[src/hw/rtl/fed_pkg.sv]
`default_nettype none
package fed_pkg;

  localparam int DEF_MAX_DELAY   = 16384;
  localparam int DEF_SAMPLE_BITS = 24;

  localparam int CFG_IDX_W  = 3;
  localparam int CFG_DATA_W = 17;
  localparam int DLEN_W     = 15;
  localparam int COEF_W     = 17;
  localparam int FRAC_W     = 16;

  typedef enum logic [CFG_IDX_W-1:0] {
    CFG_DELAY_LENGTH  = 3'd0,
    CFG_FEEDBACK_GAIN = 3'd1,
    CFG_WET_MIX       = 3'd2,
    CFG_OUTPUT_GAIN   = 3'd3,
    CFG_BYPASS_ON     = 3'd4
  } cfg_idx_t;

  localparam logic [COEF_W-1:0] Q16_ONE      = 17'd65536;
  localparam logic [DLEN_W-1:0] DLEN_RST     = 15'd9600;
  localparam logic [COEF_W-1:0] FB_GAIN_RST  = 17'd22938;
  localparam logic [COEF_W-1:0] WET_MIX_RST  = 17'd32768;
  localparam logic [COEF_W-1:0] OUT_GAIN_RST = 17'd65536;
  localparam logic              BYPASS_RST   = 1'b1;

  // one step of the per-item sequence
  typedef struct packed {
    logic ld;
    logic fb;
    logic dly;
    logic mw;
    logic mix;
    logic gain;
    logic res;
  } cmd_t;

endpackage
`default_nettype wire

[src/hw/rtl/fed_ctrl.sv]
`default_nettype none
module fed_ctrl
  import fed_pkg::*;
(
  input  wire logic clk,
  input  wire logic rst_n,
  input  wire logic in_valid,
  output logic      in_ready,
  output logic      out_valid,
  input  wire logic out_ready,
  input  wire logic bypass,
  output cmd_t      cmd
);

  typedef enum logic [2:0] {
    S_IDLE,
    S_FB,
    S_DLY,
    S_MW,
    S_MIX,
    S_GAIN,
    S_RES
  } state_t;

  state_t state_r;
  state_t state_nxt;
  logic   out_valid_r;
  logic   out_valid_nxt;
  logic   out_free;

  assign out_free = !out_valid_r || out_ready;

  always_comb begin
    cmd      = '0;
    cmd.ld   = (state_r == S_IDLE) && in_valid;
    cmd.fb   = (state_r == S_FB);
    cmd.dly  = (state_r == S_DLY);
    cmd.mw   = (state_r == S_MW);
    cmd.mix  = (state_r == S_MIX);
    cmd.gain = (state_r == S_GAIN);
    cmd.res  = (state_r == S_RES) && out_free;
  end

  always_comb begin
    state_nxt = state_r;
    case (state_r)
      S_IDLE: begin
        if (in_valid) begin
          state_nxt = bypass ? S_RES : S_FB;
        end
      end
      S_FB:   state_nxt = S_DLY;
      S_DLY:  state_nxt = S_MW;
      S_MW:   state_nxt = S_MIX;
      S_MIX:  state_nxt = S_GAIN;
      S_GAIN: state_nxt = S_RES;
      S_RES: begin
        if (out_free) begin
          state_nxt = S_IDLE;
        end
      end
      default: state_nxt = S_IDLE;
    endcase
  end

  always_comb begin
    out_valid_nxt = out_valid_r;
    if (cmd.res) begin
      out_valid_nxt = 1'b1;
    end else if (out_ready) begin
      out_valid_nxt = 1'b0;
    end
  end

  always_ff @(posedge clk) begin
    if (!rst_n) begin
      state_r     <= S_IDLE;
      out_valid_r <= 1'b0;
    end else begin
      state_r     <= state_nxt;
      out_valid_r <= out_valid_nxt;
    end
  end

  assign in_ready  = (state_r == S_IDLE);
  assign out_valid = out_valid_r;

endmodule
`default_nettype wire

[config.mk]
export PLATFORM = sky130hd
export DESIGN_NAME = fed_ctrl
export DESIGN_NICKNAME = d
export VERILOG_FILES = /design/src/hw/rtl/fed_pkg.sv /design/src/hw/rtl/fed_ctrl.sv
export SDC_FILE = /design/constraint.sdc
export NUM_CORES = 1
export LEC_CHECK = 0
export BUFFER_PORTS_ARGS = -buffer_cell sky130_fd_sc_hd__clkbuf_2
export CELL_PAD_IN_SITES_DETAIL_PLACEMENT = 0
export CELL_PAD_IN_SITES_GLOBAL_PLACEMENT = 1
export CORE_AREA = 4 4 41 43
export CTS_CLUSTER_DIAMETER = 40
export CTS_CLUSTER_SIZE = 40
export DETAILED_ROUTE_END_ITERATION = 6
export DIE_AREA = 0 0 45 47
export PLACE_DENSITY = 0.54
export REMOVE_ABC_BUFFERS = 1
export SLEW_MARGIN = 0
export SYNTH_ARGS = -nofsm -noshare
export SYNTH_HDL_FRONTEND = slang
export SYNTH_SLANG_ARGS = --single-unit
[constraint.sdc]
create_clock -name clk -period 3.45 [get_ports clk]
set_clock_uncertainty 0.2 [all_clocks]
set_input_delay 0.69 -clock clk [delete_from_list [all_inputs] [get_ports clk]]
set_output_delay 0.69 -clock clk [all_outputs]
set_load 0.01 [all_outputs]
* Word level (Yosys, flattened, before mapping)
Index checks and enable logic that the tools add are counted.
Storage, ports and cells: register bits after elaboration 4, bits of input ports 5, output and inout bits 9, logic and storage cells 23
Operators by class: eq/ne operators 8, multiplexer cells 6, reduce and logical (&&, ||, !) cells 7
Operators with widths (count):
- 3-bit one-hot mux with 7 select lines | 1
- 3-bit equality test (second input constant) | 3
- 3-bit 2-to-1 mux | 3
- 3-bit by 2-bit equality test with 1-bit output (second input constant) | 2
- 2-bit inequality test (second input constant) | 2
- 3-bit by 1-bit equality test with 1-bit output (second input constant) | 1
- 3-bit zero test | 1
- 1-bit logical AND | 2
- 1-bit 2-to-1 mux | 2
- 2-bit AND reduction | 1
- 2-bit nonzero test | 1
- 1-bit zero test | 1
- 1-bit logical OR | 1

* Logic depth before layout (Yosys ltp)
Gate-level depths: netlist (run 1).
depth in word-level cells 4, depth in mapped cells 4, mapped depth without buffers 3

* Worst setup path after synthesis (run 1)
OpenSTA, ideal clock, no wires.
kind input to output, start point input out_ready, end point output cmd[0] (netlist name), data arrival time 1.104 ns, required time 2.560 ns, slack 1.456 ns, stages on the path 3, path buffers 1, path through nand2b_1 -> nor2b_1 -> buf_4
RTL lines:
- from (decl) | line fed_ctrl.sv:10 | input wire logic out_ready,
- to (decl) | line fed_ctrl.sv:12 | output cmd_t cmd

==> impl_metrics.sql, run 1 <==
INSERT INTO impl_metrics (metric_group, metric, value, unit) VALUES
('layout', 'fraction_of_final_layout_cells_sized_beyond_drive_strength_1', '39.1', '%'),
('global_route', 'number_of_global_route_vias_before_repair', '235', ''),
('layout', 'fillers', '160', ''),
('clock_tree', 'cts_inserted_buffers', '3', ''),
('global_route', 'busiest_layer', 'met2', ''),
('layout', 'layout-area-overhead-vs-synth', '38.1', '%'),
('timing', 'rsz_0062_raised_after_global_routing', 'false', ''),
('critical_path', 'cpMaxStageDelayCell', 'dfxtp_1', ''),
('clock_tree', 'clk_root_buffer_cell', 'clkbuf_4', ''),
('die', 'fp.dieH', '47', 'microns'),
('global_route', 'grt_util_met1', '5.47', '%'),
('die', 'design.portCount', '14', ''),
('detailed_routing', 'dr.first_iter.drc_count', '0', ''),
('power_and_ir_drop', 'internal_power_contribution', '0.115', 'mW'),
('synth', 'seq_total_area_yosys', '32.5', '%'),
('clock_tree', 'cts_hold_fix_bufs', '0', ''),
('timing', 'max_freq', '449', 'MHz'),
('critical_path', 'cp_slowest_stage_delay', '0.49', 'ns'),
('clock_tree', 'clkTransAtPathRegs', '0.04', 'ns'),
('timing', 'tightest_slew', '0.330', 'ns'),
('placed_design', 'routabilityCongestion', '0.743', ''),
('clock_tree', 'cts_htree_levels', '1', ''),
('layout', 'layout_common_cells', 'clkbuf_2 (13), nand2b_1 (4), dfxtp_1 (4)', ''),
('global_route', 'grt_antenna_before_repair', '0', ''),
('critical_path', 'wp_data_required', '2.56', 'ns'),
('detailed_routing', 'detail_route.vias_per_cell', '4.05', ''),
('synth', 'synth_area_leader_cell', 'dfxtp_1', ''),
('synth', 'synthesis.yosys.warnings', '0', ''),
('die', 'design.core.area', '0.00130', 'sq mm'),
('die', 'floorplan.die.width', '45', 'microns'),
('power_and_ir_drop', 'p_leak', '0.159', 'nW'),
('critical_path', 'crit_chain', 'nand2b_1, or2_1, nor2b_1, clkbuf_2', ''),
('power_and_ir_drop', 'report.power.total', '0.168', 'mW'),
('timing', 'maxSlewHeadroom', '77.5', '%'),
('detailed_routing', 'drt_wl_total', '548', 'microns'),
('die', 'initial_core_util', '18.9', '%'),
('synth', 'ys_types', '20', ''),
('placed_design', 'port_buffers', '13', ''),
('detailed_routing', 'routed-via-count', '247', ''),
('job', 'cap_violations', '0', ''),
('global_route', 'grt.met3_usage', '2.30', '%'),
('detailed_routing', '1st_pass_router_iterations', '1', ''),
('critical_path', 'cp-end-kind', 'output pin', ''),
('power_and_ir_drop', 'p_clk_share', '33.8', '%'),
('timing', 'finalSetupViolations', '0', ''),
('clock_tree', 'cts.sinks', '4', ''),
('layout', 'antenna_cells', '0', ''),
('synth', 'synth_area_leaders', 'dfxtp_1 (32%), nand2b_1 (10%), o31a_1 (7.1%)', ''),
('timing', 'fin_crit_sh', '64.6', '%'),
('timing', 'accumulated_negative_setup_slack', '0', 'ns'),
('clock_tree', 'cts_setup_buffers', '0', ''),
('global_route', 'grtUsageMet2', '9.04', '%'),
('layout', 'layout.cells.most_common', 'clkbuf_2', ''),
('die', 'die_area', '0.00212', 'sq mm'),
('synth', 'synth_seq_cells', '4', ''),
('detailed_routing', 'drc', '0', ''),
('power_and_ir_drop', 'power.sequential.fraction', '37.7', '%'),
('detailed_routing', 'wl_per_cell', '8.98', 'microns'),
('timing', 'timing_hold_violations_final', '0', ''),
('die', 'row_count', '13', ''),
('power_and_ir_drop', 'proportion_of_power_drawn_by_combinational_gates', '28.5', '%'),
('clock_tree', 'tritoncts', 'yes', ''),
('timing', 'finalMaxSlewViolations', '0', ''),
('global_route', 'grtUsageTotal', '5.61', '%'),
('synth', 'syn_avg_cell_area', '7.70', 'sq um'),
('critical_path', 'timing.critical_path.from_type', 'flop', ''),
('timing', 'period_minus_slack', '2.23', 'ns'),
('run_status', 'status', 'finished clean', ''),
('clock_tree', 'clock_insertion_delay_worst_skew', '0.23', 'ns'),
('synth', 'netlist_area', '246', 'sq um'),
('critical_path', 'worst_endpoint_data_arrival_time', '1.34', 'ns');
==> power by group through the flow <==
stage / Combinational (mW) / Sequential (mW) / Clock [mW]
2_1_floorplan: 0.0308 / 0.0621 / 0
3_3_place_gp: 0.0497 / 0.0657 / 0
3_5_place_dp: 0.0490 / 0.0645 / 0
4_1_cts: 0.0492 / 0.0636 / 0.0609
5_1_grt: 0.0544 / 0.0655 / 0.0615
6_report: 0.0481 / 0.0635 / 0.0569
==> per-stage QoR <==
| stage | instances | area (sq um) | util, % | hold slack, ns | setup WS (ns) |
|---|---|---|---|---|---|
| after detailed placement | 58 | 318 | 24.4 | 0.340 | 1.36 |
| after global placement | 58 | 318 | 24.4 | 0.348 | 1.36 |
| final | 61 | 340 | 26.2 | 0.334 | 1.22 |
| after global routing | 61 | 340 | 26.2 | 0.374 | 1.11 |
| after CTS | 61 | 340 | 26.2 | 0.345 | 1.20 |
| after floorplan | 30 | 234 | - | 0.314 | 1.53 |
==> final cells by class <==
cell class | count | area, sq um | share of cell area [%]
Tap cell | 15 | 18.8 | 5.51
Inverter | 3 | 11.3 | 3.31
Clock buffer | 3 | 22.5 | 6.62
Sequential cell | 4 | 80.1 | 23.5
Timing Repair Buffer | 13 | 65.1 | 19.1
Multi-Input combinational cell | 23 | 143 | 41.9
==> sequential cells by signal, summed over array words and instances, names as in the netlist <==
name / count
state_r: 3
out_valid: 1
==> cells by family (layout without fill, tap and decap cells) <==
group | Yosys count | count (layout) | synth area share [%]
simple gates | 16 | 16 | 37.6
buf+inv | 5 | 19 | 9.64
flops | 4 | 4 | 32.5
compound gates | 7 | 7 | 20.3
==> metal layers <==
metal | share of wire (%) | vias to the layer above
met2 | 47 | 6
li1 | - | 140
met1 | 45 | 101
met4 | 0 | 0
met3 | 8.0 | 0
met5 | 0 | -
==> worst paths after layout <==
| check | cells after the start | slack, ns | start | to |
|---|---|---|---|---|
| worst max-delay path | 4 | 1.22 | state_r[1] | cmd[0] |
| worst max register to register | 3 | 2.16 | state_r[1] | state_r[1] |
| worst min register to register | 2 | 0.33 | out_valid | out_valid |
| worst min-delay path | 2 | 0.33 | out_valid | out_valid |
==> Yosys cell counts <==
master and instances:
a2111oi_0 1, a211oi_1 1, a21oi_1 1, and2_1 1
and3_4 1, buf_2 1, buf_4 1, dfxtp_1 4
inv_1 2, inv_2 1, nand2_1 1, nand2b_1 4
nor2_1 3, nor2b_1 1, nor3_1 3, nor3b_1 1
o21ai_0 1, o22ai_1 1, o31a_1 2, or2_1 1
==> worst max-delay path: cells and delay by family, from the launching register on <==
| kind | cells | cell delay, ns |
|---|---|---|
| DFF | 1 | 0.49 |
| and+or+nand+nor | 3 | 0.48 |
| buffers and inverters | 1 | 0.13 |
Power figures use the tool's default switching activity.
==> inputs of run 2 (changes only) <==
--- a/config.mk
+++ b/config.mk
@@ -13,7 +13,7 @@
 export CTS_CLUSTER_SIZE = 40
 export DETAILED_ROUTE_END_ITERATION = 6
 export DIE_AREA = 0 0 45 47
-export PLACE_DENSITY = 0.54
+export PLACE_DENSITY = 0.56
 export REMOVE_ABC_BUFFERS = 1
 export SLEW_MARGIN = 0
 export SYNTH_ARGS = -nofsm -noshare
==> constraint.sdc (replaced) <==
create_clock -name clk -period 1.94 [get_ports clk]
set_clock_uncertainty 0.2 [all_clocks]
set_input_delay 0.388 -clock clk [delete_from_list [all_inputs] [get_ports clk]]
set_output_delay 0.388 -clock clk [all_outputs]
set_load 0.01 [all_outputs]
==> run 2 against run 1 <==
Die area unchanged. First-iteration DRC count increased by 6. Register-to-register slack got worse by 1.5 ns. Sequential share of layout area decreased by 0.72 points. Sequential cell count unchanged. Sequential power increased by 73%. Via count increased by 12%. Non-clock buffer count increased by 1. Highest routed layer is now met4.
==> impl_metrics.sql, run 2 (synthesis gave the netlist of run 1 again) <==
INSERT INTO impl_metrics (metric_group, metric, value, unit) VALUES
('critical_path', 'worstSetupPathDepth', '4', ''),
('layout', 'antenna_cells', '0', ''),
('clock_tree', 'clkTransAtPathRegs', '0.04', 'ns'),
('timing', 'finalSetupViolations', '0', ''),
('critical_path', 'cpMaxStageDelayCell', 'dfxtp_1', ''),
('clock_tree', 'cts_inserted_buffers', '3', ''),
('worst_hold_path', 'timing.hold.worst_path_depth', '2', ''),
('timing', 'accumulated_negative_setup_slack', '0', 'ns'),
('power_and_ir_drop', 'worst_ir_drop_vdd', '0.000309', 'V'),
('critical_path', 'timing.critical_path.from_type', 'flop', ''),
('die', 'design.core.area', '0.00130', 'sq mm'),
('critical_path', 'path_max_fanout', '8', ''),
('timing', 'fin_crit_sh', '93.9', '%'),
('clock_tree', 'cts.sinks', '4', ''),
('critical_path', 'worst_endpoint_data_arrival_time', '1.23', 'ns'),
('die', 'die_area', '0.00212', 'sq mm'),
('critical_path', 'worst_path_bufs_invs', '1', ''),
('global_route', 'grt_max_degree', '11', ''),
('timing', 'max_freq', '549', 'MHz'),
('layout', 'largest_register_ff_count', '3', ''),
('timing', 'finalMaxSlewViolations', '0', ''),
('global_route', 'grt_first_pass_wirelength', '993', 'microns'),
('power_and_ir_drop', 'p_leak', '0.167', 'nW'),
('critical_path', 'cp-end-kind', 'output pin', ''),
('worst_hold_path', 'timing.hold.worst.start', 'rst_n', ''),
('detailed_routing', 'detail_route.vias_per_cell', '4.47', ''),
('detailed_routing', 'routed-via-count', '277', ''),
('clock_tree', 'cts_hold_fix_bufs', '0', ''),
('clock_tree', 'cts_htree_levels', '1', ''),
('timing', 'period_minus_slack', '1.82', 'ns'),
('layout', 'layout.cells.most_common', 'clkbuf_2', ''),
('worst_hold_path', 'worst_hold_path_ep', 'state_r[2]', ''),
('layout', 'non_filler_instance_count_after_layout', '62', ''),
('timing', 'rsz_0062_raised_after_global_routing', 'false', ''),
('detailed_routing', 'drt.antenna.violating_nets', '0', ''),
('clock_tree', 'ctsResizeCount', '0', ''),
('clock_tree', 'clk_root_buffer_cell', 'clkbuf_4', ''),
('placed_design', 'dp.final_hpwl', '488', 'microns'),
('worst_hold_path', 'hold_path.class', 'in -> reg', ''),
('critical_path', 'rr_startpoint', 'state_r[1]', ''),
('critical_path', 'setup_cp_type', 'reg -> out', ''),
('layout', 'max_flop_register', 'state_r', ''),
('critical_path', 'critical_path.top_delay_family', 'simple AND/OR/NAND/NOR gates', ''),
('detailed_routing', 'wl_per_cell', '9.58', 'microns'),
('die', 'design.portCount', '14', ''),
('clock_tree', 'cts_setup_buffers', '0', ''),
('layout', 'final_core_utilization', '27.4', '%'),
('power_and_ir_drop', 'report.power.total', '0.315', 'mW'),
('placed_design', 'port_buffers', '13', ''),
('critical_path', 'cp_slowest_stage_delay', '0.37', 'ns'),
('placed_design', 'detailed_place.area', '325', 'sq um'),
('global_route', 'number_of_global_route_vias_before_repair', '253', ''),
('detailed_routing', 'drt_wl_total', '594', 'microns'),
('timing', 'post-route-worst-setup-slack', '0.119', 'ns'),
('critical_path', 'reg2regPathDepth', '4', ''),
('timing', 'hold_slack', '0.190', 'ns'),
('critical_path', 'worst_setup_path_startpoint', 'state_r[0]', ''),
('placed_design', 'detailedPlace.worstSlack', '0.302', 'ns'),
('die', 'row_count', '13', ''),
('global_route', 'grt_antenna_before_repair', '0', ''),
('job', 'cap_violations', '0', ''),
('detailed_routing', 'dr.first_iter.drc_count', '6', ''),
('clock_tree', 'clock_insertion_delay_worst_skew', '0.24', 'ns'),
('global_route', 'grt_remaining_overflow', '0', ''),
('critical_path', 'crit_chain', 'nand2b_4, or2_1, nor2b_1, clkbuf_2', ''),
('run_status', 'status', 'finished clean', ''),
('layout', 'fraction_of_final_layout_cells_sized_beyond_drive_strength_1', '44.7', '%'),
('detailed_routing', 'drc', '0', ''),
('clock_tree', 'cts-root-to-sink-buffers', '2', ''),
('critical_path', 'wp_data_required', '1.35', 'ns'),
('timing', 'tightest_slew', '0.312', 'ns'),
('layout', 'final_nets', '54', ''),
('critical_path', 'worst_r2r_endpoint', 'state_r[1]', ''),
('timing', 'maxSlewHeadroom', '78.6', '%'),
('layout', 'final_design_area_no_fill', '357', 'sq um'),
('power_and_ir_drop', 'powerDensity', '885', 'mW/mm^2'),
('detailed_routing', '1st_pass_router_iterations', '4', ''),
('timing', 'timing_hold_violations_final', '0', ''),
('die', 'initial_core_util', '18.9', '%'),
('global_route', 'grtUsageTotal', '6.88', '%'),
('critical_path', 'worst-r2r-setup-slack', '0.62', 'ns'),
('clock_tree', 'tritoncts', 'yes', ''),
('die', 'fp.dieH', '47', 'microns'),
('layout', 'layout-area-overhead-vs-synth', '44.7', '%'),
('placed_design', 'number_of_placed_instances_with_taps_included', '59', ''),
('placed_design', 'routabilityCongestion', '0.745', ''),
('die', 'floorplan.die.width', '45', 'microns');
[run 2: cell type report]
cell class	count	area [sq um]
Timing Repair Buffer	14	72.6
Sequential cell	4	81.3
Multi-Input combinational cell	23	150
Inverter	3	11.3
Tap cell	15	18.8
Clock buffer	3	22.5
Fill cell	166	945
[run 2: power breakdown]
part	internal [mW]	switching (mW)
registers	0.0938	0.0165
logic	0.0502	0.0517
clock network	0.0692	0.0340
[run 2: worst max path at each step]
stage	endpoint	slack [ns]
2_1_floorplan	cmd[0]	0.39
3_3_place_gp	cmd[0]	0.31
3_5_place_dp	cmd[0]	0.30
4_1_cts	cmd[0]	0.05
5_1_grt	cmd[0]	0.04
6_report	cmd[0]	0.12
[run 2: layer usage]
layer,GRT usage (%),up-vias,routed length [microns]
li1,-,143,-
met1,8.43,120,282
met2,9.04,12,238
met3,4.60,2,58
met4,3.51,0,16
met5,0,-,0
[run 2: worst reg2reg max path, delay by kind of cell (launching register included)]
family	cells	cell delay (ns)
compound gates	2	0.33
buf+inv	1	0.18
simple gates	1	0.13
flops	1	0.36
==> inputs of run 3 (changes only) <==
==> constraint.sdc (replaced) <==
create_clock -name clk -period 1.94 [get_ports clk]
set_clock_uncertainty 0.2 [all_clocks]
set_input_delay 0.097 -clock clk [delete_from_list [all_inputs] [get_ports clk]]
set_output_delay 0.097 -clock clk [all_outputs]
set_load 0.01 [all_outputs]
==> run 3 against run 2 <==
Sequential cell count is the same. Die area is the same. Combinational power shrank 13%. Non-clock buffer count grew 1. Critical endpoint unchanged. Largest cell class unchanged. Largest power group unchanged. Highest routed layer is now met3.
==> impl_metrics.sql, run 3 (synthesis gave the netlist of run 1 again) <==
INSERT INTO impl_metrics (metric_group, metric, value, unit) VALUES
('job', 'cap_violations', '0', ''),
('critical_path', 'rr_startpoint', 'state_r[1]', ''),
('worst_hold_path', 'timing.hold.worst.start', 'bypass', ''),
('die', 'design.portCount', '14', ''),
('critical_path', 'setup_cp_type', 'reg -> out', ''),
('clock_tree', 'cts_inserted_buffers', '3', ''),
('detailed_routing', 'wl_per_cell', '9.54', 'microns'),
('clock_tree', 'ctsResizeCount', '0', ''),
('layout', 'layout-area-overhead-vs-synth', '46.2', '%'),
('clock_tree', 'clk_root_buffer_cell', 'clkbuf_4', ''),
('timing', 'finalMaxSlewViolations', '0', ''),
('timing', 'tightest_slew', '0.320', 'ns'),
('worst_hold_path', 'timing.hold.worst_path_depth', '4', ''),
('layout', 'fraction_of_final_layout_cells_sized_beyond_drive_strength_1', '37.5', '%'),
('worst_hold_path', 'hold_path.class', 'in -> reg', ''),
('detailed_routing', 'detail_route.vias_per_cell', '4.14', ''),
('placed_design', 'detailed_place.area', '318', 'sq um'),
('critical_path', 'worst_endpoint_data_arrival_time', '1.34', 'ns'),
('critical_path', 'path_max_fanout', '11', ''),
('layout', 'fillers', '155', ''),
('critical_path', 'worst-r2r-setup-slack', '0.63', 'ns'),
('clock_tree', 'cts-root-to-sink-buffers', '2', ''),
('timing', 'accumulated_negative_setup_slack', '0', 'ns'),
('layout', 'antenna_cells', '0', ''),
('clock_tree', 'tritoncts', 'yes', ''),
('layout', 'final_design_area_no_fill', '360', 'sq um'),
('power_and_ir_drop', 'powerDensity', '834', 'mW/mm^2'),
('clock_tree', 'cts_htree_levels', '1', ''),
('detailed_routing', 'drt.antenna.violating_nets', '0', ''),
('global_route', 'grt_antenna_before_repair', '0', ''),
('timing', 'max_freq', '610', 'MHz'),
('power_and_ir_drop', 'p_leak', '0.167', 'nW'),
('clock_tree', 'clkTransAtPathRegs', '0.04', 'ns'),
('timing', 'period_minus_slack', '1.64', 'ns'),
('die', 'design.core.area', '0.00130', 'sq mm'),
('timing', 'finalSetupViolations', '0', ''),
('die', 'fp.dieH', '47', 'microns'),
('die', 'die_area', '0.00212', 'sq mm'),
('detailed_routing', 'drt_wl_total', '601', 'microns'),
('clock_tree', 'cts.sinks', '4', ''),
('timing', 'rsz_0062_raised_after_global_routing', 'false', ''),
('critical_path', 'wp_data_required', '1.64', 'ns'),
('global_route', 'grt_max_degree', '12', ''),
('global_route', 'grt_first_pass_wirelength', '1010', 'microns'),
('placed_design', 'number_of_placed_instances_with_taps_included', '58', ''),
('clock_tree', 'cts_setup_buffers', '0', ''),
('clock_tree', 'clock_insertion_delay_worst_skew', '0.23', 'ns'),
('layout', 'max_flop_register', 'state_r', ''),
('die', 'row_count', '13', ''),
('global_route', 'grtUsageTotal', '6.71', '%'),
('worst_hold_path', 'worst_hold_path_ep', 'state_r[0]', ''),
('layout', 'largest_register_ff_count', '3', ''),
('die', 'floorplan.die.width', '45', 'microns'),
('critical_path', 'worst_r2r_endpoint', 'state_r[1]', ''),
('placed_design', 'port_buffers', '13', ''),
('layout', 'layout.cells.most_common', 'clkbuf_2', ''),
('timing', 'fin_crit_sh', '84.5', '%'),
('detailed_routing', '1st_pass_router_iterations', '1', ''),
('critical_path', 'reg2regPathDepth', '3', ''),
('power_and_ir_drop', 'worst_ir_drop_vdd', '0.000326', 'V'),
('global_route', 'number_of_global_route_vias_before_repair', '264', ''),
('placed_design', 'dp.final_hpwl', '490', 'microns'),
('run_status', 'status', 'finished clean', ''),
('detailed_routing', 'drc', '0', ''),
('layout', 'final_nets', '55', ''),
('layout', 'layout_common_cells', 'clkbuf_2 (13), nand2b_1 (4), dfxtp_1 (4)', ''),
('global_route', 'grt_remaining_overflow', '0', ''),
('critical_path', 'timing.critical_path.from_type', 'flop', ''),
('layout', 'final_core_utilization', '27.7', '%'),
('critical_path', 'cp-end-kind', 'output pin', ''),
('timing', 'maxSlewHeadroom', '78.1', '%'),
('detailed_routing', 'routed-via-count', '261', ''),
('detailed_routing', 'dr.first_iter.drc_count', '0', ''),
('layout', 'non_filler_instance_count_after_layout', '63', ''),
('die', 'initial_core_util', '18.9', '%'),
('placed_design', 'routabilityCongestion', '0.726', ''),
('timing', 'timing_hold_violations_final', '0', '');
## run 3: critical path: stages, from the launching register on
cell	delay [ns]
dfxtp_1	0.50
nand2b_1	0.13
or2_1	0.24
nor2b_1	0.11
clkbuf_2	0.13
## run 3: power by group
part           switching [mW]  internal, mW  total, mW
combinational          0.0441        0.0448     0.0889
sequential             0.0211        0.0932      0.114
clock                  0.0286        0.0688     0.0974
## run 3: timing repair
action	in CTS	in global routing
hold buffers	2	0
endpoints found under the hold margin	4	0
endpoints found under the setup margin	0	0
## run 3: worst max-delay path by stage
stage | from | end | slack, ns
after floorplan | state_r[1] | cmd[0] | 0.68
after global placement | state_r[1] | cmd[0] | 0.56
after detailed placement | state_r[1] | cmd[0] | 0.54
after CTS | state_r[1] | cmd[0] | 0.29
after global routing | state_r[1] | cmd[0] | 0.18
final | state_r[1] | cmd[0] | 0.30
## run 3: layout make-up
| cell class | count | area [sq um] | area share [%] |
|---|---|---|---|
| Multi-Input combinational cell | 23 | 143 | 39.6 |
| Clock buffer | 3 | 22.5 | 6.25 |
| Timing Repair Buffer | 15 | 85.1 | 23.6 |
| Tap cell | 15 | 18.8 | 5.21 |
| Sequential cell | 4 | 80.1 | 22.2 |
| Inverter | 3 | 11.3 | 3.12 |
## run 3: metal layers
layer | up-vias | wire (microns) | GRT usage (%)
met2 | 6 | 282 | 10.7
met1 | 110 | 270 | 7.50
met4 | 0 | 0 | 5.26
li1 | 145 | - | -
met5 | - | 0 | 0
met3 | 0 | 48 | 1.92
## run 3: per-stage QoR
step,setup slack (ns),hold slack [ns],total power [mW]
after floorplan,0.679,0.0246,0.165
after global placement,0.557,0.151,0.205
after detailed placement,0.535,0.156,0.203
after CTS,0.286,0.105,0.310
after global routing,0.176,0.120,0.324
final,0.301,0.107,0.301
